`src/rtl/quadratic_root_solver_unit_macros.svh`:
```
// Assertion macros for the quadratic root solver.
`ifndef QUADRATIC_ROOT_SOLVER_UNIT_MACROS_SVH
`define QUADRATIC_ROOT_SOLVER_UNIT_MACROS_SVH

// Check that cons holds in the same cycle as ante.
`define QRS_ASSERT_IMPLIES(lbl, ante, cons) \
  lbl: assert property (@(posedge clk_i) disable iff (!rst_ni) (ante) |-> (cons)) \
    else $error("quadratic root solver: same-cycle check failed");

// Check that cons holds in the cycle after ante.
`define QRS_ASSERT_NEXT(lbl, ante, cons) \
  lbl: assert property (@(posedge clk_i) disable iff (!rst_ni) (ante) |=> (cons)) \
    else $error("quadratic root solver: next-cycle check failed");

`endif

```
`src/rtl/qrs_div.sv`:
```
// Pipelined restoring divider, one quotient bit per stage, unsigned.
module qrs_div #(
  parameter int unsigned N_WIDTH    = 34,
  parameter int unsigned M_WIDTH    = 17,
  parameter int unsigned SIDE_WIDTH = 1
) (
  input  logic                  clk_i,
  input  logic                  rst_ni,
  input  logic                  adv_i,
  input  logic                  vld_i,
  input  logic [N_WIDTH-1:0]    n_i,
  input  logic [M_WIDTH-1:0]    m_i,
  input  logic [SIDE_WIDTH-1:0] side_i,
  output logic                  vld_o,
  output logic [N_WIDTH-1:0]    q_o,
  output logic [SIDE_WIDTH-1:0] side_o
);
  logic                  vld_q  [N_WIDTH];
  logic [N_WIDTH-1:0]    nq_q   [N_WIDTH];
  logic [M_WIDTH-1:0]    rem_q  [N_WIDTH];
  logic [M_WIDTH-1:0]    m_q    [N_WIDTH];
  logic [SIDE_WIDTH-1:0] side_q [N_WIDTH];

  for (genvar s = 0; s < N_WIDTH; s++) begin : g_st
    logic                  vld_in;
    logic [N_WIDTH-1:0]    nq_in;
    logic [M_WIDTH-1:0]    rem_in, m_in;
    logic [SIDE_WIDTH-1:0] side_in;
    logic [M_WIDTH:0]      r, diff;
    logic                  ge;

    if (s == 0) begin : g_first
      assign vld_in  = vld_i;
      assign nq_in   = n_i;
      assign rem_in  = '0;
      assign m_in    = m_i;
      assign side_in = side_i;
    end else begin : g_next
      assign vld_in  = vld_q[s-1];
      assign nq_in   = nq_q[s-1];
      assign rem_in  = rem_q[s-1];
      assign m_in    = m_q[s-1];
      assign side_in = side_q[s-1];
    end

    always_comb begin
      r    = {rem_in, nq_in[N_WIDTH-1]};
      diff = r - {1'b0, m_in};
      ge   = (r >= {1'b0, m_in});
    end

    always_ff @(posedge clk_i or negedge rst_ni) begin
      if (!rst_ni) begin
        vld_q[s] <= 1'b0;
      end else if (adv_i) begin
        vld_q[s] <= vld_in;
      end
    end

    always_ff @(posedge clk_i) begin
      if (adv_i) begin
        nq_q[s]   <= {nq_in[N_WIDTH-2:0], ge};
        rem_q[s]  <= ge ? diff[M_WIDTH-1:0] : r[M_WIDTH-1:0];
        m_q[s]    <= m_in;
        side_q[s] <= side_in;
      end
    end
  end

  assign vld_o  = vld_q[N_WIDTH-1];
  assign q_o    = nq_q[N_WIDTH-1];
  assign side_o = side_q[N_WIDTH-1];
endmodule

```
`config.mk`:
```
export PLATFORM = sky130hd
export DESIGN_NAME = qrs_div
export DESIGN_NICKNAME = d
export VERILOG_FILES = /design/src/rtl/quadratic_root_solver_unit_macros.svh /design/src/rtl/qrs_div.sv
export SDC_FILE = /design/constraint.sdc
export NUM_CORES = 2
export LEC_CHECK = 0
export BUFFER_PORTS_ARGS = -buffer_cell sky130_fd_sc_hd__buf_2
export CAP_MARGIN = 20
export CORE_MARGIN = 3
export CORE_UTILIZATION = 55
export CTS_CLUSTER_DIAMETER = 80
export DETAILED_ROUTE_END_ITERATION = 12
export PLACE_DENSITY_LB_ADDON = 0.1
export SYNTH_ARGS = -nofsm -noshare
export SYNTH_HDL_FRONTEND = slang
export SYNTH_SLANG_ARGS = --single-unit
```
`constraint.sdc`:
```
create_clock -name clk_i -period 9.7 [get_ports clk_i]
set_input_delay 2.425 -clock clk_i [delete_from_list [all_inputs] [get_ports clk_i]]
set_output_delay 2.425 -clock clk_i [all_outputs]
set_load 0.02 [all_outputs]
```
## Word-level counts from Yosys, hierarchy flattened

Memories as Yosys holds them, arrays and structs flattened.
Cells that the tools add are included.

| word-level totals | value |
|---|---|
| input bits | 56 |
| RAM bits | 2346 |
| word-level logic and storage cells | 142 |
| register bits | 34 |
| memories kept | 4 |

Memory list:

| name | words | bits a word | rd ports | clocked after memory_dff | write ports | RTL line | RTL |
|---|---|---|---|---|---|---|---|
| nq_q | 34 | 34 | 34 | 0 | 34 | qrs_div.sv:19 | `logic [N_WIDTH-1:0] nq_q [N_WIDTH];` |
| m_q | 34 | 17 | 33 | 0 | 34 | qrs_div.sv:21 | `logic [M_WIDTH-1:0] m_q [N_WIDTH];` |
| rem_q | 34 | 17 | 33 | 0 | 34 | qrs_div.sv:20 | `logic [M_WIDTH-1:0] rem_q [N_WIDTH];` |
| side_q | 34 | 1 | 34 | 0 | 34 | qrs_div.sv:22 | `logic [SIDE_WIDTH-1:0] side_q [N_WIDTH];` |

| operators by class | value |
|---|---|
| order comparisons | 34 |
| multiplexer cells | 36 |
| add/subtract/negate cells | 34 |

Operators by type and width:

| kind | count |
|---|---|
| $ge 18x17->1 | 33 |
| $mux 17 | 34 |
| $sub 17x17->17 | 33 |
| $ge 1x17->1 | 1 |
| $sub 1x17->17 | 1 |
| $mux 1 | 2 |

## Logic depth before layout (Yosys ltp)

An unclocked memory read counts as a cell.

| depth | value |
|---|---|
| word-level depth | 3 |
| mapped depth | 14 |

## Least setup slack after synthesis

Ideal clock, no wire load.

| path | value |
|---|---|
| kind | in2reg |
| from | input n_i[33] |
| to | memory rem_q[0][10] (data pin) |
| arrival time | 3.535 ns |
| setup slack | 5.892 ns |
| library setup time | 0.273 ns |
| cell stages on the path | 6 |
| cell sequence | inv_1 ha_1 clkinv_1 o21ai_1 clkbuf_1 nor3_1 |

RTL lines:

| what | RTL line | RTL |
|---|---|---|
| start, declared | qrs_div.sv:11 | `input logic [N_WIDTH-1:0] n_i,` |
| end, declared | qrs_div.sv:20 |  |

==> out/results.tsv <==
metric	value	unit
grt_overflow	0	
gr-usage-met2	0.303	
setup_viol	0	
avgSynthCellArea	14.8	um2
grt_pass1_vias	54400	
grt_antenna_before_repair	1	
post_cts_buffers	0	
finClkSkew	0.0347	ns
synth.area.top_cells	edfxtp_1 (67%), ha_1 (6.8%), mux2_2 (4.5%)	
status	finished, final reports clean	
timing.final.ws_setup	5.49	ns
place_ws	4.93	ns
grtUsageTotal	0.182	
synth_edf_count	2312	
critPathLaunchType	flop	
cp_max_fo	15	
mappedNetlistArea	104000	um2
r2r_start	nq_q[24][33]	
maxCapViolCount	0	
ys.flop_type	edfxtp_1	
seq_power_share	0.412	
cts.repair.resized	0	
ff2ff_setup_slack	5.49	ns
hold_viol_final	0	
globalRouteMet3Util	0.0285	
syn_inst	7014	
vias_per_cell	5.51	
numCtsBuffers	233	
die-area	194000	um2
cp.required	10.29	ns
tightestPinTransition	1.24	ns
cts-root-buf	clkbuf_16	
initial_core_util	0.557	
critical-path-slowest-cell	clkinv_1	
multi_input_area	30600	um2
yosys_warnings	0	
dp_hpwl	120000	um
worst_setup_path_end_kind	flop	
max_slew_margin	0.170	
p_int	24900	uW
hp-start	nq_q[17][6]	
crit_path_max_incr_delay	0.60	ns
clk_latency	0.86	ns
drc	0	
worstPathArrival	4.79	ns
fin_setup_tns	0	ns
cts_hold_buf	0	
drt-wirelength-per-cell	17.6	um
worst-setup-path-type	flop to flop	
synth_seq_cells	2346	
netlist.area_leader.share	0.668	
first_iter_violations	3892	
switchingPower	11100	uW
grt_pass1_wl	285000	um
p_comb_frac	0.342	
powerDensity	313	nW/um2
busiest_layer	met2	
core	187000	um2
r2r_cells	13	
syn_nets	7665	
crit_chain	inv_1 > ha_1 > inv_1 > fa_1 > a211oi_1 > o21bai_1 > a21oi_1 > a21boi_0 > o31ai_1 > a21boi_0 > o21ai_2 > clkinv_1 > mux2_2	
die_y	441	um
ant_nets	0	
finalPower	36000	uW
path_delay_family	compound AO/OA/AOI/OAI gates	
drtPass1Iterations	6	
seq_area	70300	um2
clock_sinks	2346	
swShare	0.308	
htree_levels	4	
gp_congestion	0.887	
via_count	54900	
synth_top_area_cell	edfxtp_1	
post-route-min-period	4.21	ns
rsz0062_at_grt	no	
die_w	441	um
ys_seq_area_frac	0.676	
clock_power_share	0.247	
grt_use_met1	0.246	
crit_buf_inv	3	
max_freq	0.238	GHz
min_period_over_period	0.434	
io_buffers	91	
placed_area	107000	um2
drive_gt1_frac	0.130	
ir_worst_vdd	200	uV
async_flop_share	0.0145	
num_rows	158	
clk_pin_slew	0.06	ns
clock_path_buffers	3	
critPathLaunch	nq_q[24][33]	
whs_endpoint	nq_q[18][7]	
io_pins	92	
nFillCells	13900	
final_cell_area	115000	um2
yosysUniqueCellTypes	84	
final_core_util	0.618	
fin_nets	7939	
whs_path_depth	0	
cts_tree	yes	
leakagePower	0.0443	uW
regToRegEndpoint	rem_q[25][5]	
hold_path_class	flop to flop	
wirelength	176000	um
grt_max_degree	205	
area_growth	10.9	%
slew_violations	0	
## how the worst max path moves through the flow
stage / to / slack (ns) / depth (start not counted)
after floorplan: rem_q[0][10] / 5.89 / 6
after global placement: nq_q[33][1] / 5.00 / 3
final: rem_q[25][5] / 5.49 / 13
after detailed placement: nq_q[33][1] / 4.93 / 3
after global routing: rem_q[25][3] / 5.19 / 13
after CTS: rem_q[25][14] / 5.50 / 13
## placed cells by master, fill, tap and decap left out, types with 47 or more instances in the layout
cell type / synthesis / layout
a211oi_1: 52 / 52
a21o_1: 189 / 189
a21oi_1: 396 / 395
a31oi_1: 49 / 47
buf_2: 19 / 90
clkbuf_16: 0 / 234
clkinv_1: 2 / 57
clkinv_2: 0 / 49
edfxtp_1: 2312 / 2312
ha_1: 563 / 563
inv_1: 698 / 698
mux2_2: 417 / 417
nand2_1: 186 / 186
nand3_1: 79 / 79
nand4_1: 74 / 74
nor2_1: 357 / 357
nor2b_1: 52 / 52
nor3_1: 103 / 103
o21a_1: 70 / 70
o21ai_0: 206 / 205
o21bai_1: 68 / 68
xnor2_1: 294 / 294
xor2_1: 143 / 143
## cells in the mapped netlist (40+ instances only)
library cell	number
xnor2_1	294
a21o_1	189
nand4_1	74
o21a_1	70
nor2_1	357
clkbuf_1	55
ha_1	563
nand2b_1	46
and3_1	40
o21ai_0	206
xor2_1	143
a31oi_1	49
nor2b_1	52
nand2_1	186
nor3_1	103
a211oi_1	52
mux2_2	417
inv_1	698
edfxtp_1	2312
nand3_1	79
o21bai_1	68
a21oi_1	396
## cells by family (layout without fill, tap and decap cells)
family / count (synthesis) / in the layout / share of synthesized area
simple gates: 1088 / 1088 / 0.0512
fa+ha+maj: 595 / 595 / 0.0740
xor+xnor: 437 / 437 / 0.0368
other cells: 0 / 1 / 0
compound gates: 1301 / 1301 / 0.0822
mux: 462 / 462 / 0.0503
flops: 2346 / 2346 / 0.676
buf+inv: 785 / 1255 / 0.0291
## power by group through the flow
stage | sequential [uW] | clock [uW] | combinational, uW
2_1_floorplan | 14500 | 0 | 9830
3_5_place_dp | 15100 | 0 | 12100
6_report | 14800 | 8890 | 12300
3_3_place_gp | 15000 | 0 | 11900
4_1_cts | 14900 | 9190 | 12300
5_1_grt | 15000 | 9600 | 13700
## sequential cells by signal, summed over array words and instances, names as in the netlist
signal and flops:
rem_q 561, nq_q 1156, vld_o 1, side_q 34
g_st.vld_in 33, m_q 561
## through the flow
step / hold WS [ns] / std cells
final: 0.383 / 9965
after floorplan: 0.400 / 7014
after global placement: 0.400 / 9529
after CTS: 0.381 / 9960
after detailed placement: 0.405 / 9529
after global routing: 0.382 / 9965
## worst register-to-register path, cell delays in order, from the launching register on
cell	delay, ns
edfxtp_1	0.35
inv_1	0.08
ha_1	0.17
inv_1	0.06
fa_1	0.43
a211oi_1	0.26
o21bai_1	0.16
a21oi_1	0.29
a21boi_0	0.16
o31ai_1	0.34
a21boi_0	0.21
o21ai_2	0.37
clkinv_1	0.60
mux2_2	0.48
## layer usage
metal / routed length (um) / share of wire
met1: 78300 / 0.45
met4: 4980 / 0.028
met3: 6720 / 0.038
met2: 85500 / 0.49
met5: 0 / 0
## final cells by class
cell class | count | area share
Sequential cell | 2346 | 0.610
Multi-Input combinational cell | 3883 | 0.266
Inverter | 700 | 0.0228
Timing Repair Buffer | 124 | 0.00787
Clock inverter | 161 | 0.0150
Tap cell | 2480 | 0.0269
Clock buffer | 270 | 0.0520
Antenna cell | 1 | 0.0000217
(Power assumes the default switching activity.)
