### config.mk
export PLATFORM = sky130hd
export DESIGN_NAME = qrs_disc
export DESIGN_NICKNAME = d
export VERILOG_FILES = /design/src/rtl/quadratic_root_solver_unit_macros.svh /design/src/rtl/qrs_pkg.sv /design/src/rtl/qrs_disc.sv
export SDC_FILE = /design/constraint.sdc
export NUM_CORES = 2
export LEC_CHECK = 0
export ABC_AREA = 0
export BUFFER_PORTS_ARGS = -buffer_cell sky130_fd_sc_hd__buf_2
export CAP_MARGIN = 20
export CORE_ASPECT_RATIO = 1.5
export CORE_MARGIN = 10
export CORE_UTILIZATION = 50
export CTS_CLUSTER_SIZE = 25
export DETAILED_ROUTE_END_ITERATION = 6
export GPL_ROUTABILITY_DRIVEN = 0
export PLACE_DENSITY = 0.67
export SLEW_MARGIN = 20
export SYNTH_ARGS = -nofsm -noshare
export SYNTH_HDL_FRONTEND = slang
export SYNTH_SLANG_ARGS = --single-unit
export TNS_END_PERCENT = 10
### constraint.sdc
create_clock -name clk_i -period 4.39 [get_ports clk_i]
set_clock_uncertainty 0.1 [all_clocks]
set_input_delay 0.6585 -clock clk_i [delete_from_list [all_inputs] [get_ports clk_i]]
set_output_delay 0.6585 -clock clk_i [all_outputs]
set_load 0.01 [all_outputs]
### src/rtl/quadratic_root_solver_unit_macros.svh
// Assertion macros for the quadratic root solver.
`ifndef QUADRATIC_ROOT_SOLVER_UNIT_MACROS_SVH
`define QUADRATIC_ROOT_SOLVER_UNIT_MACROS_SVH

// Check that cons holds in the same cycle as ante.
`define QRS_ASSERT_IMPLIES(lbl, ante, cons) \
  lbl: assert property (@(posedge clk_i) disable iff (!rst_ni) (ante) |-> (cons)) \
    else $error("quadratic root solver: same-cycle check failed");

// Check that cons holds in the cycle after ante.
`define QRS_ASSERT_NEXT(lbl, ante, cons) \
  lbl: assert property (@(posedge clk_i) disable iff (!rst_ni) (ante) |=> (cons)) \
    else $error("quadratic root solver: next-cycle check failed");

`endif

### src/rtl/qrs_pkg.sv
// Shared constants and types of the quadratic root solver.
package qrs_pkg;

  localparam int unsigned ROOT_WIDTH = 34;

  typedef enum logic [1:0] {
    ST_NONE   = 2'd0,
    ST_DOUBLE = 2'd1,
    ST_TWO    = 2'd2,
    ST_DEGEN  = 2'd3
  } root_status_e;

endpackage

### src/rtl/qrs_disc.sv
// Two-stage discriminant and classification front end.
module qrs_disc #(
  parameter int unsigned COEF_WIDTH = 16,
  localparam int unsigned DW = 2 * COEF_WIDTH + 1
) (
  input  logic                         clk_i,
  input  logic                         rst_ni,
  input  logic                         adv_i,
  input  logic                         vld_i,
  input  logic signed [COEF_WIDTH-1:0] a_i,
  input  logic signed [COEF_WIDTH-1:0] b_i,
  input  logic signed [COEF_WIDTH-1:0] c_i,
  output logic                         vld_o,
  output logic [DW-1:0]                disc_o,
  output qrs_pkg::root_status_e        status_o,
  output logic signed [COEF_WIDTH-1:0] a_o,
  output logic signed [COEF_WIDTH-1:0] b_o
);
  import qrs_pkg::*;

  localparam int unsigned PW = 2 * COEF_WIDTH;

  logic                         v1_q, v2_q;
  logic signed [PW-1:0]         bb_d, ac_d, bb_q, ac_q;
  logic signed [COEF_WIDTH-1:0] a1_q, b1_q, a2_q, b2_q;
  logic signed [DW:0]           disc;
  root_status_e                 st_d, st_q;
  logic [DW-1:0]                disc_d, disc_q;

  assign bb_d = b_i * b_i;
  assign ac_d = a_i * c_i;

  always_comb begin
    disc = {{2{bb_q[PW-1]}}, bb_q} - {ac_q, 2'b00};
    if (a1_q == '0) begin
      st_d = ST_DEGEN;
    end else if (disc[DW]) begin
      st_d = ST_NONE;
    end else if (disc == '0) begin
      st_d = ST_DOUBLE;
    end else begin
      st_d = ST_TWO;
    end
    disc_d = disc[DW] ? '0 : disc[DW-1:0];
  end

  always_ff @(posedge clk_i or negedge rst_ni) begin
    if (!rst_ni) begin
      v1_q <= 1'b0;
      v2_q <= 1'b0;
    end else if (adv_i) begin
      v1_q <= vld_i;
      v2_q <= v1_q;
    end
  end

  always_ff @(posedge clk_i) begin
    if (adv_i) begin
      bb_q   <= bb_d;
      ac_q   <= ac_d;
      a1_q   <= a_i;
      b1_q   <= b_i;
      disc_q <= disc_d;
      st_q   <= st_d;
      a2_q   <= a1_q;
      b2_q   <= b1_q;
    end
  end

  assign vld_o    = v2_q;
  assign disc_o   = disc_q;
  assign status_o = st_q;
  assign a_o      = a2_q;
  assign b_o      = b2_q;
endmodule

# Yosys cells after proc, flatten, opt, wreduce, memory -nomap -nowiden
# Cells that the tools add are included.
[totals] regBits=165 out_inout_bits=68 elab_cells=17
[classes] addsub=1 multipliers=2 mux=2 reduce_logical=2
[op_table] op="multiplier 16 x 16 -> 32 bit" count=2
[op_table] op="zero test 34 bit" count=1
[op_table] op="subtractor 34 bit" count=1
[op_table] op="zero test 16 bit" count=1
[op_table] op="2-to-1 mux 2 bit" count=2

# Logic depth before layout (Yosys ltp)
[logic_depth] ltp_word=4 depth_mapped=25 mapped_depth_nobuf=24

# Least setup slack after synthesis
# No wires, ideal clock.
[synth_timing] path_type="input to register" startpoint="input port b_i[15]" endpoint="register bb_q[31], data pin" setup_time_ps=260 t_arrival_ps=6378 t_required_ps=4030 path_slack_ps=-2348 cell_stages=22 path_buffers=2 path_cell_list="clkbuf_1 -> inv_1 -> buf_1 -> nor2_1 -> fa_1 -> fa_1 -> fa_1 -> fa_1 -> fa_1 -> inv_1 -> fa_1 -> inv_1 -> ha_1 -> a21o_1 -> a221o_1 -> o21bai_1 -> a21oi_1 -> o41ai_1 -> a21oi_1 -> o2111ai_1 -> a21oi_1 -> xnor2_1"
[synth_between] elab_chain_cells=1
[synth_lines] element="start, declared" line_no="qrs_disc.sv:11" rtl="input logic signed [COEF_WIDTH-1:0] b_i,"
[synth_lines] element="multiplier 16 x 16 -> 32 bit" line_no="qrs_disc.sv:30" rtl="assign bb_d = b_i * b_i;"
[synth_lines] element="named net bb_d[31]" line_no="qrs_disc.sv:24" rtl="logic signed [PW-1:0] bb_d, ac_d, bb_q, ac_q;"
[synth_lines] element="end signal, assigned" line_no="qrs_disc.sv:59" rtl="bb_q <= bb_d;"
[synth_lines] element="end, declared" line_no="qrs_disc.sv:24"
# The timed path passes the listed nets, and every way through them passes these cells.
# A chain may end at the register's enable or synchronous reset.

# Final worst setup path
[layout_timing] startpoint="input port a_i[5]" endpoint="register ac_q[30], data pin"
[layout_between] elab_chain_cells=1
[layout_lines] element="start, declared" line_no="qrs_disc.sv:10" rtl="input logic signed [COEF_WIDTH-1:0] a_i,"
[layout_lines] element="multiplier 16 x 16 -> 32 bit" line_no="qrs_disc.sv:31" rtl="assign ac_d = a_i * c_i;"
[layout_lines] element="named net ac_d[30]" line_no="qrs_disc.sv:24"
[layout_lines] element="end signal, assigned" line_no="qrs_disc.sv:60" rtl="ac_q <= ac_d;"
[layout_lines] element="end, declared" line_no="qrs_disc.sv:24"
# The timed path passes the listed nets, and every way through them passes these cells.

==> flow_summary.ini <==
[run_status]
status = finished, violations left
violations = negative setup slack

[global_route]
first_global_vias = 22140
grt_pass1_wl_um = 107500
track_usage_pct = 21.96
overflow = 0
antenna_found_initial = 0
grt_max_degree = 95

[timing]
tightest_slew_ns = 0.9631
rsz0062_at_grt = true
slew_violations = 0
setup_slack_ns = -1.574
finalHoldViolCount = 0
relSlewSlack_pct = 35.80
fin_tns_setup_ns = -52.05
setup_viol = 47
finalCritPeriodShare_pct = 135.8
whs_ns = 0.3203
fmax_mhz = 167.7
finalCriticalPeriod_ns = 5.964

[worst_setup_path]
crit_path_cell_trace = buf_6 > buf_4 > and2_4 > fa_1 > inv_1 > fa_2 > fa_1 > fa_1 > inv_1 > fa_2 > fa_1 > ha_4 > nand2_2 > or3_4 > o41ai_4 > o41a_1 > nand4_1 > a31oi_2 > mux2i_1 > nand2_1
crit_path_start_kind = input port
crit_type = input port to flop
critPathArrivalTime_ns = 6.08
crit_slowest_cell = fa_1
endpoint_kind = flop
cp_data_required_time_ns = 4.51
cp_common_cell = fa_1
worstPathMaxFanout = 6
cpPeakStageDelay_ns = 0.57

[detailed_routing]
wirelength_um = 65430
ant_nets = 0
firstDrtPassIters = 5
remaining_drc_errors = 0
route.vias.total = 19470
wl_per_cell_um = 17.34
initialDrtViolationCount = 885
via_per_inst = 5.160

[cts]
cts_buffer_depth = 2
cts_root_buf = clkbuf_16
clkTransAtPathRegs_ns = 0.08
cts_tree = built
h-tree-depth = 4
clock_sinks = 162
cts_buffers = 17
clk_latency_ns = 0.47

[layout]
drive_above_1_share_pct = 25.53
mostFrequentLayoutCells = inv_1 (626), fa_1 (459), buf_4 (362)
n_antenna_cell = 0
nets = 3834
final_cell_area_um2 = 32260
final_common_cell = inv_1
syn2layout_area_growth_pct = 24.19

[placed_design]
port_buffers = 118
place_hpwl_um = 55220
dpl-instance-area_um2 = 30200
pre_cts_slack_ns = -2.205

[floorplan]
fp.dieH_um = 299.2
die_w_um = 206.1
boundaryPins = 120
placementRows = 102
core_area_um2 = 51560
initial_core_util_pct = 50.38
dieArea_um2 = 61660

[synth]
async_reset_ff_share_pct = 1.235
synthXorXnorAreaFrac_pct = 3.430
ys_ff_latch = 162
synthCells = 2614
synthSimpleGateAreaFrac_pct = 11.84
synthFlopType = edfxtp_1
synth-adder-area-share_pct = 47.94
synth_top_family_by_area = adder cells
synth_nets = 3363
synth.distinct_cells = 77
synth_area_um2 = 25980
syn-mean-instance-area_um2 = 9.937
yosysWarnings = 0
synth_edf_count = 160
synth_mux_area_share_pct = 0.2794
synth_compound_area_share_pct = 7.114
synth.yosys.seq_area_share_pct = 18.69

[job]
cap_violations = 0

[hold_path]
min_path_type = input port to flop
layout make-up:
| class | instances | area, um2 |
|---|---|---|
| tap | 676 | 845.8 |
| fill | 4102 | 19300 |
| clock inverter | 15 | 202.7 |
| inverter | 659 | 2487 |
| multi-input combinational | 1718 | 19220 |
| sequential | 162 | 4855 |
| timing repair buffer | 527 | 4225 |
| clock buffer | 17 | 425.4 |
cells by family after synthesis:
family	after synthesis
AO/OA/AOI/OAI	278
XOR/XNOR	100
adder cells (fa/ha/maj)	697
buffers and inverters	734
flip-flops	162
multiplexers	7
other	1
AND/OR/NAND/NOR	635
through the flow:
step / utilization [%] / instances
after floorplan: - / 2614
after global placement: 58.57 / 3706
after detailed placement: 58.57 / 3706
after CTS: 61.48 / 3756
after global routing: 62.57 / 3774
final: 62.57 / 3774
critical path, delay by kind of cell:
kind / cells / cell delay (ns)
adder cells (fa/ha/maj): 7 / 3.30
buffers and inverters: 4 / 0.36
AO/OA/AOI/OAI: 3 / 0.74
multiplexers: 1 / 0.21
AND/OR/NAND/NOR: 5 / 0.79
worst paths after layout:
check | from | endpoint | slack [ns] | depth (start not counted)
min in group asynchronous | rst_ni | vld_o$_DFFE_PN0P_ | 0.41 | 2
hold / removal | b_i[12] | b1_q[12]$_DFFE_PP_ | 0.32 | 1
max in group asynchronous | rst_ni | v1_q$_DFFE_PN0P_ | 3.68 | 2
setup / recovery | a_i[5] | ac_q[30]$_DFFE_PP_ | -1.57 | 20
hold reg to reg | b1_q[3]$_DFFE_PP_ | b_o[3]$_DFFE_PP_ | 0.32 | 0
setup reg to reg | ac_q[0]$_DFFE_PP_ | status_o[0]$_SDFFCE_PN1P_ | 0.22 | 11
metal layers:
layer / track usage [%] / share of wire [%] / wire (um)
met1: 22.81 / 35 / 22900
met2: 41.50 / 55 / 36280
met3: 2.624 / 3.7 / 2390
met4: 12.14 / 5.9 / 3856
met5: 0 / 0 / 0
registers in the layout (all words and copies together), names as in the netlist:
signal    flops
ac_q         32
disc_o       32
bb_q         31
a1_q         16
a_o          16
b_o          16
b1_q         15
status_o      2
v1_q          1
vld_o         1
cell usage after synthesis, types with 3 or more instances:
cell	n	area, um2
inv_1	659	2474
fa_1	497	9950
nand2_1	232	870.8
ha_1	200	2502
and2_1	167	1045
edfxtp_1	160	4805
nor2_1	116	435.4
a21oi_1	82	410.4
xnor2_1	73	639.4
clkbuf_1	68	255.2
o21ai_0	52	260.3
a21o_1	27	202.7
nor3_1	27	135.1
xor2_1	25	219.0
nand3_1	18	90.09
nand2b_1	17	106.4
o21a_1	16	120.1
o211ai_1	14	105.1
o21bai_1	13	97.59
nand4_1	12	75.07
nor2b_1	10	62.56
and3_1	8	50.05
nor4_1	7	43.79
or3_1	7	43.79
a211oi_1	6	45.04
a221oi_1	6	52.55
a31oi_1	6	37.54
a211o_1	5	43.79
mux2i_1	5	50.05
a31o_2	4	35.03
o31ai_1	4	30.03
a21boi_0	3	22.52
o2111ai_1	3	26.28
o311ai_0	3	26.28
or2_2	3	18.77
what timing repair did:
action / CTS / global route
cloned: 0 / 1
resized for setup: 226 / 119
hold buffers: 1 / 0
endpoints found under the hold margin: 2 / 0
setup endpoints to repair: 51 / 51
setup buffers: 17 / 17
pin swaps: 97 / 60
Power is left out: the tool's default activity adds up to more than one toggle a clock period on the data nets, which glitch-free logic cannot reach.
