--- config.mk ---
export PLATFORM = sky130hd
export DESIGN_NAME = qrs_sqrt
export DESIGN_NICKNAME = d
export VERILOG_FILES = /design/src/rtl/quadratic_root_solver_unit_macros.svh /design/src/rtl/qrs_sqrt.sv
export SDC_FILE = /design/constraint.sdc
export NUM_CORES = 2
export LEC_CHECK = 0
export BUFFER_PORTS_ARGS = -buffer_cell sky130_fd_sc_hd__buf_4
export CORE_UTILIZATION = 46
export CTS_CLUSTER_SIZE = 12
export DETAILED_ROUTE_END_ITERATION = 10
export GPL_TIMING_DRIVEN = 0
export PLACE_DENSITY_LB_ADDON = 0.1
export RECOVER_POWER = 25
export SLEW_MARGIN = 30
export SYNTH_ARGS = -nofsm -noshare
export SYNTH_HDL_FRONTEND = slang
export SYNTH_MEMORY_MAX_BITS = 65536
export SYNTH_SLANG_ARGS = --single-unit
--- constraint.sdc ---
create_clock -name clk_i -period 4.4 [get_ports clk_i]
set_input_delay 0.66 -clock clk_i [delete_from_list [all_inputs] [get_ports clk_i]]
set_output_delay 0.66 -clock clk_i [all_outputs]
set_load 0.02 [all_outputs]
--- src/rtl/quadratic_root_solver_unit_macros.svh ---
// Assertion macros for the quadratic root solver.
`ifndef QUADRATIC_ROOT_SOLVER_UNIT_MACROS_SVH
`define QUADRATIC_ROOT_SOLVER_UNIT_MACROS_SVH

// Check that cons holds in the same cycle as ante.
`define QRS_ASSERT_IMPLIES(lbl, ante, cons) \
  lbl: assert property (@(posedge clk_i) disable iff (!rst_ni) (ante) |-> (cons)) \
    else $error("quadratic root solver: same-cycle check failed");

// Check that cons holds in the cycle after ante.
`define QRS_ASSERT_NEXT(lbl, ante, cons) \
  lbl: assert property (@(posedge clk_i) disable iff (!rst_ni) (ante) |=> (cons)) \
    else $error("quadratic root solver: next-cycle check failed");

`endif

--- src/rtl/qrs_sqrt.sv ---
// Pipelined digit-by-digit floor square root of d scaled by 2^(2*FRAC_BITS).
module qrs_sqrt #(
  parameter int unsigned D_WIDTH    = 33,
  parameter int unsigned FRAC_BITS  = 16,
  parameter int unsigned SIDE_WIDTH = 2,
  localparam int unsigned NI = (D_WIDTH + 1) / 2 + FRAC_BITS
) (
  input  logic                  clk_i,
  input  logic                  rst_ni,
  input  logic                  adv_i,
  input  logic                  vld_i,
  input  logic [D_WIDTH-1:0]    d_i,
  input  logic [SIDE_WIDTH-1:0] side_i,
  output logic                  vld_o,
  output logic [NI-1:0]         root_o,
  output logic [SIDE_WIDTH-1:0] side_o
);
  localparam int unsigned PW = 2 * NI;

  logic                  vld_q  [NI];
  logic [PW-1:0]         x_q    [NI];
  logic [NI+1:0]         rem_q  [NI];
  logic [NI-1:0]         root_q [NI];
  logic [SIDE_WIDTH-1:0] side_q [NI];
  logic [PW-1:0]         x0;

  assign x0 = {{(PW - D_WIDTH){1'b0}}, d_i} << (2 * FRAC_BITS);

  for (genvar s = 0; s < NI; s++) begin : g_st
    logic                  vld_in;
    logic [PW-1:0]         x_in;
    logic [NI+1:0]         rem_in;
    logic [NI-1:0]         root_in;
    logic [SIDE_WIDTH-1:0] side_in;
    logic [NI+1:0]         r, trial;
    logic                  ge;

    if (s == 0) begin : g_first
      assign vld_in  = vld_i;
      assign x_in    = x0;
      assign rem_in  = '0;
      assign root_in = '0;
      assign side_in = side_i;
    end else begin : g_next
      assign vld_in  = vld_q[s-1];
      assign x_in    = x_q[s-1];
      assign rem_in  = rem_q[s-1];
      assign root_in = root_q[s-1];
      assign side_in = side_q[s-1];
    end

    always_comb begin
      r     = {rem_in[NI-1:0], x_in[PW-1 -: 2]};
      trial = {root_in, 2'b01};
      ge    = (r >= trial);
    end

    always_ff @(posedge clk_i or negedge rst_ni) begin
      if (!rst_ni) begin
        vld_q[s] <= 1'b0;
      end else if (adv_i) begin
        vld_q[s] <= vld_in;
      end
    end

    always_ff @(posedge clk_i) begin
      if (adv_i) begin
        x_q[s]    <= x_in << 2;
        rem_q[s]  <= ge ? (r - trial) : r;
        root_q[s] <= {root_in[NI-2:0], ge};
        side_q[s] <= side_in;
      end
    end
  end

  assign vld_o  = vld_q[NI-1];
  assign root_o = root_q[NI-1];
  assign side_o = side_q[NI-1];
endmodule

=== Word-level counts from Yosys, hierarchy flattened ===
Memories as Yosys holds them, arrays and structs flattened.
Cells that the tools add are included.

* Input bits: 39
* Register bits after elaboration: 33
* Output and inout port bits: 36
* RAM bits: 4422
* Word-level logic and storage cells: 138
* Memories: 4

{| class="wikitable"
|+ Memory list
! memory !! words !! width !! read ports !! clocked after memory_dff !! wr ports !! line !! text
|-
| x_q || 33 || 64 || 32 || 0 || 33 || qrs_sqrt.sv:21 || <nowiki>logic [PW-1:0] x_q [NI];</nowiki>
|-
| rem_q || 33 || 35 || 32 || 0 || 33 || qrs_sqrt.sv:22 || <nowiki>logic [NI+1:0] rem_q [NI];</nowiki>
|-
| root_q || 33 || 33 || 33 || 0 || 33 || qrs_sqrt.sv:23 || <nowiki>logic [NI-1:0] root_q [NI];</nowiki>
|-
| side_q || 33 || 2 || 33 || 0 || 33 || qrs_sqrt.sv:24 || <nowiki>logic [SIDE_WIDTH-1:0] side_q [NI];</nowiki>
|}

* Add/sub/neg operators: 33
* Mux-type cells: 35
* Order comparisons: 33

{| class="wikitable"
|+ Operators with widths
! operator !! number
|-
| $mux 35 || 33
|-
| $ge 35x35->1 || 32
|-
| $sub 35x35->35 || 32
|-
| $mux 1 || 2
|-
| $sub 1x1->2 const B || 1
|-
| $ge 1x1->1 const B || 1
|}

=== Logic depth before layout (Yosys ltp) ===
An unclocked memory read counts as a cell.

* Depth in word-level cells: 3
* Gate-level depth with buffers: 14
* Depth with buffers taken out: 13

=== Worst setup path after synthesis ===
No wires, ideal clock.

* Path type: flip-flop to flip-flop
* Start point: memory rem_q[0][255] (netlist name)
* End point: memory rem_q[0][307] (netlist name) (data pin)
* Library setup time: 266 ps
* Data required time: 4134 ps
* Stages on the path, launching flop included: 11
* Period minus slack after synthesis: 3538 ps
* Path buffers: 1
* Slack: 862 ps
* Arrival: 3272 ps
* Path through: edfxtp_1 > or4_4 > or4_4 > or4_1 > nand4b_1 > nor4_1 > or3_1 > clkbuf_1 > or3_4 > nor4_4 > xor2_1

{| class="wikitable"
|+ RTL lines
! element !! line
|-
| start: declaration || qrs_sqrt.sv:22
|}

==> out/summary.txt <==
R2R setup slack - 0.23 ns
delay-heaviest family, CP - compound AO/OA/AOI/OAI gates
Yosys top cell area share - 0.5737
non-filler instance count after layout - 11,690
failing checks - max-capacitance violations, max-slew violations
FF+latch area - 57,460 sq um
Int Pwr - 39.28 mW
detailed-route via count - 63,360
min-delay src - vld_i
Final Instance Area - 110,400 sq um
Chip Height - 465.2 microns
outcome - finished, violations left
P&R area growth vs syn - 11.80%
Net Switching - 17.06 mW
Gate Count Post-Synth - 8,363
Max Slew Vio Count - 34
Filler cells - 18,530
drt pass-1 iters - 6
total global routing overflow - 0
Mapped Area - 98,710 sq um
clock root cell - clkbuf_16
placed cell area - 103,300 sq um
Critical Path Sink Type - flip-flop
CP max-delay cell - a2111oi_0
Detailed Route WL - 213,700 microns
sequential share of the synthesized area - 0.5821
Die ar. - 216,400 sq um
vias in the first global route - 62,420
layout cells sized above 1 - 0.06755
FMAX - 240.0 MHz
FFs w/ async S/R, synth - 0.01720
CTS tree - yes
Initial Util - 0.4640
htree depth - 4
GRT Total Usage - 0.1959
number of I/O port buffers - 74
Clock power frac - 0.299
clock latency on the worst-skew pair - 0.83 ns
# IOs - 75
fin crit period - 4.167 ns
placed insts - 11,280
Yosys cell types - 88
Crit Path Class - reg2reg
wire per inst - 18.28 microns
syn_nets - 8,980
crit path cell chain - ha_1 -> a2111oi_0 -> a21oi_1 -> o211ai_1 -> a31oi_1 -> o21a_1 -> o2111ai_1 -> nor4b_4 -> clkbuf_2 -> clkbuf_2 -> o21ai_0
Core ar. - 212,700 sq um
largest net degree at the start of global routing - 141
combinational share of power - 0.245
type of origin of the critical path - flip-flop
reg2reg path depth - 11
Tcrit/Tclk final - 0.9471
reg2reg start - rem_q[0][986]
RSZ-0062 raised after global routing - false
clock slew at reported path FFs - 0.06 ns
Sequential Power Share - 0.456
Setup Buffers After CTS - 0
Hold Path Sink - g_st[1].vld_in
max_cap viols - 1
delay of the slowest critical-path stage - 0.47 ns
row count - 169
Iteration-0 DRC Markers - 3,906
VDD IR max - 475.6 uV
# DRC - 0
TritonCTS Buffers - 210
Multi-input gate area - 37,960 sq um
Worst slew margin - -0.1629
first-pass GRT wire length - 339,000 microns
Yosys reg bits - 1,919
pre-CTS setup slack - -0.6162 ns
Crit path top cell by count - clkbuf_2
Vias/cell - 5.420
Post-synth EDFFs - 1,886
Final Setup Violations - 0
min setup slack post-route - 0.2329 ns
hold slack - 0.1054 ns
Crit Reg-Reg Endpoint - rem_q[0][1044]
Sw Ratio - 0.3028
initial antenna violation count - 2
dpl hpwl - 158,900 microns
die width - 465.2 microns
clk_skew - 0.04809 ns
Synth Area per Inst - 11.80 sq um
Req. time, crit path - 4.94 ns
GPL Wtd Cong - 0.8750
worst hold stages - 2
final hold violation count - 0
Final #Nets - 9,318
Worst-Margin Slew - 1.744 ns
Synth area leaders - edfxtp_1 (57%), ha_1 (7.1%), xnor2_1 (3.5%), xor2_1 (3.4%), inv_1 (2.9%)
Pwr Density - 510.4 nW/um^2
Leakage - 42.73 nW
largest fanout on the critical path - 10
Data arrival, critical path - 4.71 ns
Antenna Nets Post-Route - 0
clk sinks - 1,919
crit path buf inv count - 2
Ys Warns - 0
Post-synth top flop - edfxtp_1
min-delay worst type - in2reg
Synth area leader - edfxtp_1
CTS max path bufs - 3
## sequential cells by signal, indices dropped and copies added, names as in the netlist
register and cells:
rem_q 987, x_q 272, root_q 561, g_st.vld_in 32, side_q 66, vld_o 1
## cells in the mapped netlist, drive strengths merged (75+ instances only)
cell and count:
a211oi 75, o21ai 544, ha 563, edfxtp 1886, a21o 214, nor2 483
xnor2 400, nand3 121, o21a 86, nand2b 126, or3 97, inv 762
nor3 221, nor4 106, a21oi 500, nand2 649, clkbuf 148, mux2 104
xor2 384
## per-layer routing
metal / track usage / wire, microns / vias to the layer above
li1: - / - / 31380
met1: 0.2489 / 93450 / 30460
met2: 0.3437 / 105800 / 1142
met3: 0.02538 / 7549 / 385
met4: 0.06591 / 6987 / 0
met5: 0 / 0 / -
## power groups by stage
| stage | logic (mW) | registers, mW | clock network, mW |
|---|---|---|---|
| finish | 13.8 | 25.7 | 16.8 |
| global route | 15.5 | 26.0 | 18.0 |
| CTS | 13.9 | 25.7 | 17.4 |
| detailed placement | 13.7 | 26.1 | 0 |
| global placement | 13.5 | 26.6 | 0 |
| floorplan | 10.3 | 25.2 | 0 |
## per-stage QoR
stage               TNS [ns]    util  total power, mW
global route               0  0.5188            59.55
finish                     0  0.5188            56.33
floorplan                  0       -            35.50
global placement           -  0.4832            40.12
CTS                        0  0.5185            56.96
detailed placement    -41.49  0.4857            39.79
## cells by family (layout without fill, tap and decap cells)
kind of cell / after synthesis / count (layout) / share of synthesized area
AND/OR/NAND/NOR: 2218 / 2218 / 0.1109
flip-flops: 1919 / 1919 / 0.5821
AO/OA/AOI/OAI: 1834 / 1834 / 0.1153
buffers and inverters: 915 / 1419 / 0.03479
XOR/XNOR: 784 / 784 / 0.06956
adder cells (fa/ha/maj): 578 / 578 / 0.07440
multiplexers: 114 / 114 / 0.01288
other: 1 / 3 / 0.00003799
## layout by cell type, fill, tap and decap left out, types with 40 or more instances in the layout
master	Yosys	routed
a211oi_1	75	73
a21o_1	214	214
a21oi_1	500	500
a31oi_1	48	46
and3_1	44	44
clkbuf_1	148	177
clkbuf_16	0	214
clkinv_1	1	44
clkinv_2	0	40
edfxtp_1	1886	1886
ha_1	563	563
inv_1	761	761
mux2_2	104	104
nand2_1	649	649
nand2b_1	126	126
nand3_1	121	121
nand4_1	69	69
nor2_1	483	482
nor2b_1	69	69
nor3_1	219	219
nor4_1	104	99
o21a_1	86	86
o21ai_0	544	542
o21bai_1	55	55
o31ai_1	69	67
or2_2	40	40
or3_1	96	96
or4_1	61	61
xnor2_1	400	400
xor2_1	384	384
## how the worst max path moves through the flow
stage	from	endpoint	slack [ns]	cells past startpoint
finish	rem_q[0][986]	rem_q[0][1044]	0.23	11
global route	root_q[0][859]	rem_q[0][964]	0.0007	13
CTS	rem_q[0][1050]	rem_q[0][1088]	0.02	11
detailed placement	rem_q[0][980]	rem_q[0][1045]	-0.62	11
global placement	adv_i	g_st[7].vld_in	-14.15	4
floorplan	rem_q[0][255]	rem_q[0][307]	0.86	10
## timing repair
item	in CTS	in global routing
hold endpoints to repair	68	0
gates resized for setup	18	21
cloned	0	0
hold buffers	36	0
endpoints found under the setup margin	141	138
pin swaps	0	0
## layout make-up
type / instances / area share
Antenna cell: 2 / 0.00004535
Buffer: 151 / 0.005374
Clock buffer: 258 / 0.05002
Clock inverter: 120 / 0.009659
Inverter: 763 / 0.02595
Multi-Input combinational cell: 5529 / 0.3439
Sequential cell: 1919 / 0.5207
Tap cell: 2821 / 0.03198
Timing Repair Buffer: 127 / 0.01238
(Power assumes the default switching activity.)
